File: config.mk
export PLATFORM = sky130hd
export DESIGN_NAME = mips_integer_execute
export DESIGN_NICKNAME = d
export VERILOG_FILES = /design/src/design/mie_pkg.sv /design/src/design/mie_front.sv /design/src/design/mie_back.sv /design/src/design/mips_integer_execute.sv
export SDC_FILE = /design/constraint.sdc
export NUM_CORES = 2
export LEC_CHECK = 0
export ABC_CLOCK_PERIOD_IN_PS = 10130
export CAP_MARGIN = 40
export CELL_PAD_IN_SITES_DETAIL_PLACEMENT = 0
export CELL_PAD_IN_SITES_GLOBAL_PLACEMENT = 1
export CORE_MARGIN = 1.5
export CORE_UTILIZATION = 54
export DETAILED_ROUTE_END_ITERATION = 6
export DONT_BUFFER_PORTS = 1
export PLACE_DENSITY = 0.89
export REMOVE_ABC_BUFFERS = 1
export SETUP_SLACK_MARGIN = 0.05
export SLEW_MARGIN = 20
export SYNTH_ARGS = -nofsm -noshare
export SYNTH_HDL_FRONTEND = slang
export SYNTH_HIERARCHICAL = 1
export SYNTH_SLANG_ARGS = --single-unit
File: constraint.sdc
create_clock -name clk -period 10.13 [get_ports clk]
set_input_delay 2.026 -clock clk [delete_from_list [all_inputs] [get_ports clk]]
set_output_delay 2.026 -clock clk [all_outputs]
set_load 0.1 [all_outputs]
File: src/design/mie_pkg.sv
package mie_pkg;

    localparam int XLEN = 32;
    localparam int NREGS = 32;
    localparam int QDEPTH = 2;

    // opcodes
    localparam logic [5:0] OP_RTYPE = 6'h00;
    localparam logic [5:0] OP_J     = 6'h02;
    localparam logic [5:0] OP_JAL   = 6'h03;
    localparam logic [5:0] OP_BEQ   = 6'h04;
    localparam logic [5:0] OP_BNE   = 6'h05;
    localparam logic [5:0] OP_ADDI  = 6'h08;
    localparam logic [5:0] OP_ADDIU = 6'h09;
    localparam logic [5:0] OP_SLTI  = 6'h0a;
    localparam logic [5:0] OP_SLTIU = 6'h0b;
    localparam logic [5:0] OP_ANDI  = 6'h0c;
    localparam logic [5:0] OP_ORI   = 6'h0d;

    // function codes
    localparam logic [5:0] FN_SLL   = 6'h00;
    localparam logic [5:0] FN_SRL   = 6'h02;
    localparam logic [5:0] FN_JR    = 6'h08;
    localparam logic [5:0] FN_MFHI  = 6'h10;
    localparam logic [5:0] FN_MFLO  = 6'h12;
    localparam logic [5:0] FN_MULT  = 6'h18;
    localparam logic [5:0] FN_MULTU = 6'h19;
    localparam logic [5:0] FN_DIV   = 6'h1a;
    localparam logic [5:0] FN_DIVU  = 6'h1b;
    localparam logic [5:0] FN_ADD   = 6'h20;
    localparam logic [5:0] FN_ADDU  = 6'h21;
    localparam logic [5:0] FN_SUB   = 6'h22;
    localparam logic [5:0] FN_SUBU  = 6'h23;
    localparam logic [5:0] FN_AND   = 6'h24;
    localparam logic [5:0] FN_OR    = 6'h25;
    localparam logic [5:0] FN_XOR   = 6'h26;
    localparam logic [5:0] FN_NOR   = 6'h27;
    localparam logic [5:0] FN_SLT   = 6'h2a;
    localparam logic [5:0] FN_SLTU  = 6'h2b;

    // operation class decided by the front end
    typedef enum logic [2:0] {
        CL_ALU = 3'd0,
        CL_MUL = 3'd1,
        CL_DIV = 3'd2,
        CL_BAD = 3'd3
    } op_class_t;

    typedef struct packed {
        logic [31:0] instr;
        op_class_t   cls;
        logic        sgn;
    } dec_word_t;

    // iterative unit states
    typedef enum logic [3:0] {
        S_IDLE = 4'b0001,
        S_MUL  = 4'b0010,
        S_DIV  = 4'b0100,
        S_FIX  = 4'b1000
    } ex_state_t;

endpackage

File: src/design/mie_front.sv
module mie_front (
    input  logic               clk,
    input  logic               rst_n,
    input  logic               valid,
    output logic               ready,
    input  logic [31:0]        instr,
    output logic               q_valid,
    input  logic               q_ready,
    output mie_pkg::dec_word_t q_word
);
    import mie_pkg::*;

    dec_word_t w_in;
    logic [5:0] op, fn;
    logic [QDEPTH-1:0] vld_reg, vld_next;
    dec_word_t mem_reg [QDEPTH];
    logic wp_reg, rp_reg;
    logic push, pop;

    // classify the instruction
    always_comb
    begin
        op = instr[31:26];
        fn = instr[5:0];
        w_in.instr = instr;
        w_in.sgn = 1'b0;
        w_in.cls = CL_ALU;
        if (op == OP_RTYPE)
        begin
            case (fn)
                FN_MULT:  begin w_in.cls = CL_MUL; w_in.sgn = 1'b1; end
                FN_MULTU: w_in.cls = CL_MUL;
                FN_DIV:   begin w_in.cls = CL_DIV; w_in.sgn = 1'b1; end
                FN_DIVU:  w_in.cls = CL_DIV;
                FN_SLL, FN_SRL, FN_JR, FN_MFHI, FN_MFLO, FN_ADD, FN_ADDU,
                FN_SUB, FN_SUBU, FN_AND, FN_OR, FN_XOR, FN_NOR, FN_SLT,
                FN_SLTU:  w_in.cls = CL_ALU;
                default:  w_in.cls = CL_BAD;
            endcase
        end
        else if (!(op inside {OP_J, OP_JAL, OP_BEQ, OP_BNE, OP_ADDI, OP_ADDIU,
                              OP_SLTI, OP_SLTIU, OP_ANDI, OP_ORI}))
        begin
            w_in.cls = CL_BAD;
        end
    end

    assign ready   = !vld_reg[wp_reg];
    assign push    = valid && ready;
    assign q_valid = vld_reg[rp_reg];
    assign pop     = q_valid && q_ready;
    assign q_word  = mem_reg[rp_reg];

    // track occupied slots
    always_comb
    begin
        vld_next = vld_reg;
        if (pop)
            vld_next[rp_reg] = 1'b0;
        if (push)
            vld_next[wp_reg] = 1'b1;
    end

    always_ff @(posedge clk or negedge rst_n)
    begin
        if (!rst_n)
        begin
            vld_reg <= '0;
            wp_reg  <= 1'b0;
            rp_reg  <= 1'b0;
        end
        else
        begin
            vld_reg <= vld_next;
            if (push)
                wp_reg <= !wp_reg;
            if (pop)
                rp_reg <= !rp_reg;
        end
    end

    // store the word
    always_ff @(posedge clk)
    begin
        if (push)
            mem_reg[wp_reg] <= w_in;
    end

endmodule

File: src/design/mie_back.sv
module mie_back (
    input  logic               clk,
    input  logic               rst_n,
    input  logic               q_valid,
    output logic               q_ready,
    input  mie_pkg::dec_word_t q_word,
    output logic               valid,
    input  logic               ready,
    output logic [31:0]        next_pc,
    output logic               reg_write,
    output logic [4:0]         reg_index,
    output logic [31:0]        reg_value,
    output logic               overflow,
    output logic               unsupported
);
    import mie_pkg::*;

    logic [31:0] regs_reg [NREGS];
    logic [NREGS-1:0] rvld_reg;
    logic [31:0] hi_reg, lo_reg, pc_reg;
    ex_state_t st_reg;
    logic [5:0] cnt_reg;
    logic [63:0] acc_reg;
    logic [31:0] mcand_reg, dvs_reg;
    logic neg_reg, rneg_reg;
    logic ov_reg;

    logic [31:0] w, a, b, si, zi, val, npc;
    logic [5:0] op, fn;
    logic [4:0] rs, rt, rd, sh, dst;
    logic wr, ovf, bad, fire, start_mul, start_div, finish;
    logic [31:0] abs_a, abs_b;
    logic [32:0] dsub;
    logic [32:0] prod;
    logic [63:0] mdone;
    logic [31:0] q_fix, r_fix, sum_ab, dif_ab, sum_ai;

    assign w  = q_word.instr;
    assign op = w[31:26];
    assign fn = w[5:0];
    assign rs = w[25:21];
    assign rt = w[20:16];
    assign rd = w[15:11];
    assign sh = w[10:6];
    assign a  = rvld_reg[rs] ? regs_reg[rs] : '0;
    assign b  = rvld_reg[rt] ? regs_reg[rt] : '0;
    assign si = {{16{w[15]}}, w[15:0]};
    assign zi = {16'h0, w[15:0]};
    assign abs_a = (q_word.sgn && a[31]) ? (32'd0 - a) : a;
    assign abs_b = (q_word.sgn && b[31]) ? (32'd0 - b) : b;
    assign sum_ab = a + b;
    assign dif_ab = a - b;
    assign sum_ai = a + si;

    // simple instructions
    always_comb
    begin
        npc = pc_reg + 32'd32;
        wr  = 1'b1;
        ovf = 1'b0;
        bad = 1'b0;
        val = '0;
        dst = rd;
        if (op == OP_RTYPE)
        begin
            case (fn)
                FN_SLL:  val = b << sh;
                FN_SRL:  val = b >> sh;
                FN_JR:   begin wr = 1'b0; npc = a; end
                FN_MFHI: val = hi_reg;
                FN_MFLO: val = lo_reg;
                FN_MULT, FN_MULTU, FN_DIV, FN_DIVU: wr = 1'b0;
                FN_ADD:  begin val = sum_ab; ovf = ~(a[31] ^ b[31]) & (a[31] ^ val[31]); end
                FN_ADDU: val = sum_ab;
                FN_SUB:  begin val = dif_ab; ovf = (a[31] ^ b[31]) & (a[31] ^ val[31]); end
                FN_SUBU: val = dif_ab;
                FN_AND:  val = a & b;
                FN_OR:   val = a | b;
                FN_XOR:  val = a ^ b;
                FN_NOR:  val = ~(a | b);
                FN_SLT:  val = {31'd0, $signed(a) < $signed(b)};
                FN_SLTU: val = {31'd0, a < b};
                default: begin wr = 1'b0; bad = 1'b1; end
            endcase
        end
        else
        begin
            dst = rt;
            case (op)
                OP_J:     begin wr = 1'b0; npc = {6'd0, w[25:0]}; end
                OP_JAL:
                begin
                    dst = 5'd31;
                    val = pc_reg + 32'd64;
                    npc = {6'd0, w[25:0]};
                end
                OP_BEQ:   begin wr = 1'b0; if (a == b) npc = pc_reg + si; end
                OP_BNE:   begin wr = 1'b0; if (a != b) npc = pc_reg + si; end
                OP_ADDI:  begin val = sum_ai; ovf = ~(a[31] ^ si[31]) & (a[31] ^ val[31]); end
                OP_ADDIU: val = sum_ai;
                OP_SLTI:  val = {31'd0, $signed(a) < $signed(si)};
                OP_SLTIU: val = {31'd0, a < si};
                OP_ANDI:  val = a & zi;
                OP_ORI:   val = a | zi;
                default:  begin wr = 1'b0; bad = 1'b1; end
            endcase
        end
        if (q_word.cls == CL_MUL || q_word.cls == CL_DIV)
            wr = 1'b0;
        if (wr && dst == 5'd0)
            wr = 1'b0;
        if (!wr)
        begin
            dst = '0;
            val = '0;
        end
    end

    // output register holds; accept from queue when out slot free or being taken and unit idle
    assign q_ready   = (st_reg == S_IDLE) && (!valid || ready);
    assign fire      = q_valid && q_ready;
    assign start_mul = fire && q_word.cls == CL_MUL;
    assign start_div = fire && q_word.cls == CL_DIV && b != 32'd0;
    assign finish    = st_reg == S_FIX;

    // shift-add multiply step, restoring divide step
    assign prod = acc_reg[0] ? ({1'b0, acc_reg[63:32]} + {1'b0, mcand_reg})
                             : {1'b0, acc_reg[63:32]};
    assign dsub = {acc_reg[63:31]} - {1'b0, dvs_reg};
    assign mdone = neg_reg ? (64'd0 - acc_reg) : acc_reg;
    assign q_fix = neg_reg ? (32'd0 - acc_reg[31:0]) : acc_reg[31:0];
    assign r_fix = rneg_reg ? (32'd0 - acc_reg[63:32]) : acc_reg[63:32];

    always_ff @(posedge clk or negedge rst_n)
    begin
        if (!rst_n)
        begin
            st_reg   <= S_IDLE;
            rvld_reg <= '0;
            hi_reg   <= '0;
            lo_reg   <= '0;
            pc_reg   <= '0;
            valid    <= 1'b0;
            cnt_reg  <= '0;
        end
        else
        begin
            // raise the result word for an op that skips the unit or a finished unit, drop it once taken
            if ((fire && !start_mul && !start_div) || finish)
                valid <= 1'b1;
            else if (ready)
                valid <= 1'b0;
            case (st_reg)
                S_IDLE:
                begin
                    if (fire)
                    begin
                        pc_reg <= npc;
                        if (wr)
                            rvld_reg[dst] <= 1'b1;
                        if (q_word.cls == CL_DIV && b == 32'd0)
                        begin
                            lo_reg <= '1;
                            hi_reg <= a;
                        end
                        if (start_mul || start_div)
                        begin
                            cnt_reg <= 6'd32;
                            st_reg  <= start_mul ? S_MUL : S_DIV;
                        end
                    end
                end
                S_MUL:
                begin
                    cnt_reg <= cnt_reg - 6'd1;
                    if (cnt_reg == 6'd1)
                        st_reg <= S_FIX;
                end
                S_DIV:
                begin
                    cnt_reg <= cnt_reg - 6'd1;
                    if (cnt_reg == 6'd1)
                        st_reg <= S_FIX;
                end
                S_FIX:
                begin
                    if (ov_reg)
                    begin
                        lo_reg <= q_fix;
                        hi_reg <= r_fix;
                    end
                    else
                    begin
                        lo_reg <= mdone[31:0];
                        hi_reg <= mdone[63:32];
                    end
                    st_reg <= S_IDLE;
                end
                default: st_reg <= S_IDLE;
            endcase
        end
    end

    // datapath of the iterative unit and result word
    always_ff @(posedge clk)
    begin
        if (fire)
        begin
            next_pc     <= npc;
            reg_write   <= wr;
            reg_index   <= dst;
            reg_value   <= val;
            overflow    <= ovf;
            unsupported <= bad || q_word.cls == CL_BAD;
            if (wr)
                regs_reg[dst] <= val;
            acc_reg   <= {32'd0, abs_a};
            mcand_reg <= abs_b;
            dvs_reg   <= abs_b;
            ov_reg    <= q_word.cls == CL_DIV;
            neg_reg   <= q_word.sgn && (a[31] ^ b[31]);
            rneg_reg  <= q_word.sgn && a[31];
        end
        else if (st_reg == S_MUL)
            acc_reg <= {prod, acc_reg[31:1]};
        else if (st_reg == S_DIV)
        begin
            if (!dsub[32])
                acc_reg <= {dsub[31:0], acc_reg[30:0], 1'b1};
            else
                acc_reg <= {acc_reg[62:0], 1'b0};
        end
    end

endmodule

File: src/design/mips_integer_execute.sv
// channel | direction | handshake       | payload
// in      | to block  | valid / ready   | instr
// out     | from block| out_valid/out_ready | next_pc reg_write reg_index reg_value
//         |           |                 | overflow unsupported
// Simple instructions are stored in the queue, then registered into the back end output word.
// mult, multu, div, divu run in the shared shift/subtract unit (a start, 32 steps and a
// sign fixup); divide by zero skips the unit and finishes like a simple instruction.
// Reset clears the register file valid bits, HI, LO and PC; no clearing pass.
// The two-entry queue keeps accepting while the back end is busy or stalled, until both entries are full.
module mips_integer_execute (
    input  logic        clk,
    input  logic        rst_n,
    input  logic        valid,
    output logic        ready,
    input  logic [31:0] instr,
    output logic        out_valid,
    input  logic        out_ready,
    output logic [31:0] next_pc,
    output logic        reg_write,
    output logic [4:0]  reg_index,
    output logic [31:0] reg_value,
    output logic        overflow,
    output logic        unsupported
);
    import mie_pkg::*;

    logic q_valid, q_ready;
    dec_word_t q_word;

    mie_front u_front (
        .clk(clk), .rst_n(rst_n), .valid(valid), .ready(ready), .instr(instr),
        .q_valid(q_valid), .q_ready(q_ready), .q_word(q_word)
    );

    mie_back u_back (
        .clk(clk), .rst_n(rst_n), .q_valid(q_valid), .q_ready(q_ready),
        .q_word(q_word), .valid(out_valid), .ready(out_ready),
        .next_pc(next_pc), .reg_write(reg_write), .reg_index(reg_index),
        .reg_value(reg_value), .overflow(overflow), .unsupported(unsupported)
    );

`ifndef SYNTHESIS
    a_no_r0: assert property (@(posedge clk) disable iff (!rst_n)
        out_valid && reg_write |-> reg_index != 5'd0) else $error("r0 written");
    a_quiet: assert property (@(posedge clk) disable iff (!rst_n)
        out_valid && !reg_write |-> reg_value == 32'd0) else $error("stray value");
    a_bad: assert property (@(posedge clk) disable iff (!rst_n)
        out_valid && unsupported |-> !reg_write && !overflow) else $error("bad op wrote");
`endif

endmodule

==> results.cfg <==
[status]
status = finished with violations
violations = DRC

[worst_setup_path]
path_cells = buf_4 > mux2_8 > and2_1 > buf_4 > a22oi_1 > nand3_1 > nand3_1 > nand2_1 > ha_1 > nor4_1 > nand2_1 > or4_1 > xnor2_1 > nand2_1 > buf_4 > nand2b_1 > buf_4 > nor2_1 > a2111oi_0 > a21oi_1 > mux2_2
path_common_cell = buf_4
cp.depth = 21
path_buf_inv = 4
crit_fanout = 55
crit_type = flop to flop
crit_path_top_delay_cell = and2_1
endpoint_kind = flop
max_stage_delay_ns = 0.86
start_kind = flop
ff2ff_path_depth = 21
startpoint = u_front/rp_reg
r2r-start = u_front/rp_reg
worstPathArrival_ns = 10.08
crit_family = simple AND/OR/NAND/NOR gates
cp.required_ns = 10.83

[cells_and_area]
largest_reg_flops = 1024
multiInputGateArea_sq_um = 43630
fin_area_sq_um = 97890
drive_above_1_share = 0.1907
area_growth_pct = 12.32
fin_nets = 7628
fillers = 12120
utilization = 0.6103
seq_area_sq_um = 41250

[drt]
viasPerCell = 7.507
drt_iter0_markers = 12480
met1_length_um = 131500
top_layer_used = met5
wl_met2_um = 163500
drc_errors = 2
vias = 71820
routedWlPerCell_um = 39.51
first_pass_iters = 7
antenna_left = 0
met3_length_um = 50520
wl_um = 378000

[clocking]
clkSinkCount = 1408
cts_tree = done
htree_levels = 4
cts-root-buf = clkbuf_16
cts_resized = 0
post_cts.repair.setup_buffers = 0
cts_buffer_depth = 3
clk_latency_ns = 0.88
clkSlewWorstSetupHoldPaths_ns = 0.06
numCtsBuffers = 149
hold_buffers = 0

[worst_hold_path]
holdPathStages = 0
worstHoldPathType = flop to flop
worstHoldStart = u_back/rvld_reg[0]

[timing]
rsz0062_at_grt = no
fin_crit_ns = 9.388
slew_viol_final = 0
fmax_mhz = 106.5
fin_hold_ws_ns = 0.4164
finalSetupViolCount = 0
worstMarginPinSlew_ns = 1.271
fin_ws_ns = 0.7422
fin_worst_skew_ns = 0.1247
finalCritPeriodShare = 0.9267
final-hold-violation-count = 0
relSlewSlack = 0.1527

[die]
initial_core_util = 0.5434
die_area_sq_um = 163800
fp.dieH_um = 404.7
rows = 147
core_area_sq_um = 160400
num_io_pins = 110
die_w_um = 404.7

[grt]
grt_usage = 0.4539
antenna_found_initial = 11
grt_pass1_wl_um = 523100
grt_max_degree = 144
gr-total-overflow = 0
grt_pass1_vias = 68580

[placed_design]
port_buffers = 0
dp_hpwl_um = 264500
gp_congestion = 1.073
placed_area_sq_um = 92330
place_worst_setup_slack_ns = 1.299

[flow_run]
maxCapViolations = 0

[synthesis]
ys_top_cells_by_count = edfxtp_1, mux4_2, nand2_1, nor2_1, mux2i_1
yosysMostFrequentCell = edfxtp_1
synth-edff-count = 1233
synth_area_leaders = edfxtp_1, mux4_2, mux2i_1
yosysTopAreaCell = edfxtp_1
synth_cell_types = 101
synth_top_area_share = 0.4249
synthArstFlopShare = 0.1016
seq_area_frac_synth = 0.4733
avgSynthCellArea_sq_um = 12.12
synth-main-ff-cell = edfxtp_1
syn_area_sq_um = 87150
syn_inst = 7189
synth_seq_cells = 1408
yosys_warnings = 6

[power_and_ir_drop]
irDropWorstVdd_v = 0.0002880
p_total_w = 0.02774
power.density_nw_per_um2 = 283.4
p_leak_nw = 36.44
-- routing by layer --
layer,global-route usage,up-vias
met1,0.5751,35380
met3,0.1363,1574
li1,-,28430
met2,0.6703,6421
met5,0.0002974,-
met4,0.3118,12
-- logic make-up after synthesis --
| logic type | synth area share |
|---|---|
| xor gates and xnor gates | 0.02724 |
| AOI/OAI and AO/OA | 0.1368 |
| buffers and inverters | 0.03721 |
| adders and majority gates | 0.04560 |
| muxes | 0.1872 |
| DFF | 0.4733 |
| and+or+nand+nor | 0.09259 |
| other | 0.00008618 |
-- worst paths after layout --
check                                endpoint  slack (ns)
max                         u_back/pc_reg[21]        0.74
max in group asynchronous    u_back/st_reg[0]        8.86
min                        u_back/rvld_reg[0]        0.42
max reg2reg                 u_back/pc_reg[21]        0.74
min in group asynchronous  u_back/rvld_reg[1]        0.90
min reg2reg                u_back/rvld_reg[0]        0.42
-- cell type report --
cell class,count,share of cell area
well taps,2160,0.02761
repair buffers,407,0.04415
clock inverters,92,0.01288
diodes,8,0.0002045
flip-flops and latches,1408,0.4214
clock buffers,180,0.03938
multi-input cells,5089,0.4458
inverters,223,0.008628
-- metrics by stage --
step	TNS [ns]	instances
after floorplan	-6020.70	6720
after global placement	0	9193
after detailed placement	0	9262
after CTS	0	9534
after global routing	0	9561
final	0	9567
-- power by group --
part	internal [W]	switching [W]	leakage [nW]
clock network	0.00321	0.00252	2.43
registers	0.00705	0.00101	14.4
logic	0.00459	0.00935	19.6
total	0.0149	0.0129	36.4
-- cells in the final DEF, fill, tap and decap left out, types with 84 or more instances in the layout --
| master | netlist | final |
|---|---|---|
| ha_1 | 308 | 308 |
| buf_4 | 33 | 305 |
| a22oi_1 | 118 | 118 |
| nand3_1 | 163 | 161 |
| xor2_1 | 114 | 114 |
| inv_1 | 218 | 216 |
| edfxtp_1 | 1233 | 1233 |
| nand2_1 | 468 | 465 |
| nor2_1 | 437 | 399 |
| mux4_2 | 481 | 481 |
| o22ai_1 | 88 | 88 |
| a21o_1 | 84 | 84 |
| clkbuf_16 | 0 | 156 |
| a21oi_1 | 362 | 358 |
| mux2_2 | 107 | 98 |
| o21ai_0 | 368 | 367 |
| dfrtp_1 | 142 | 141 |
| mux2i_1 | 424 | 421 |
| xnor2_1 | 157 | 157 |
| nor3_1 | 128 | 126 |
| a31oi_1 | 103 | 95 |
(Power assumes the default switching activity.)
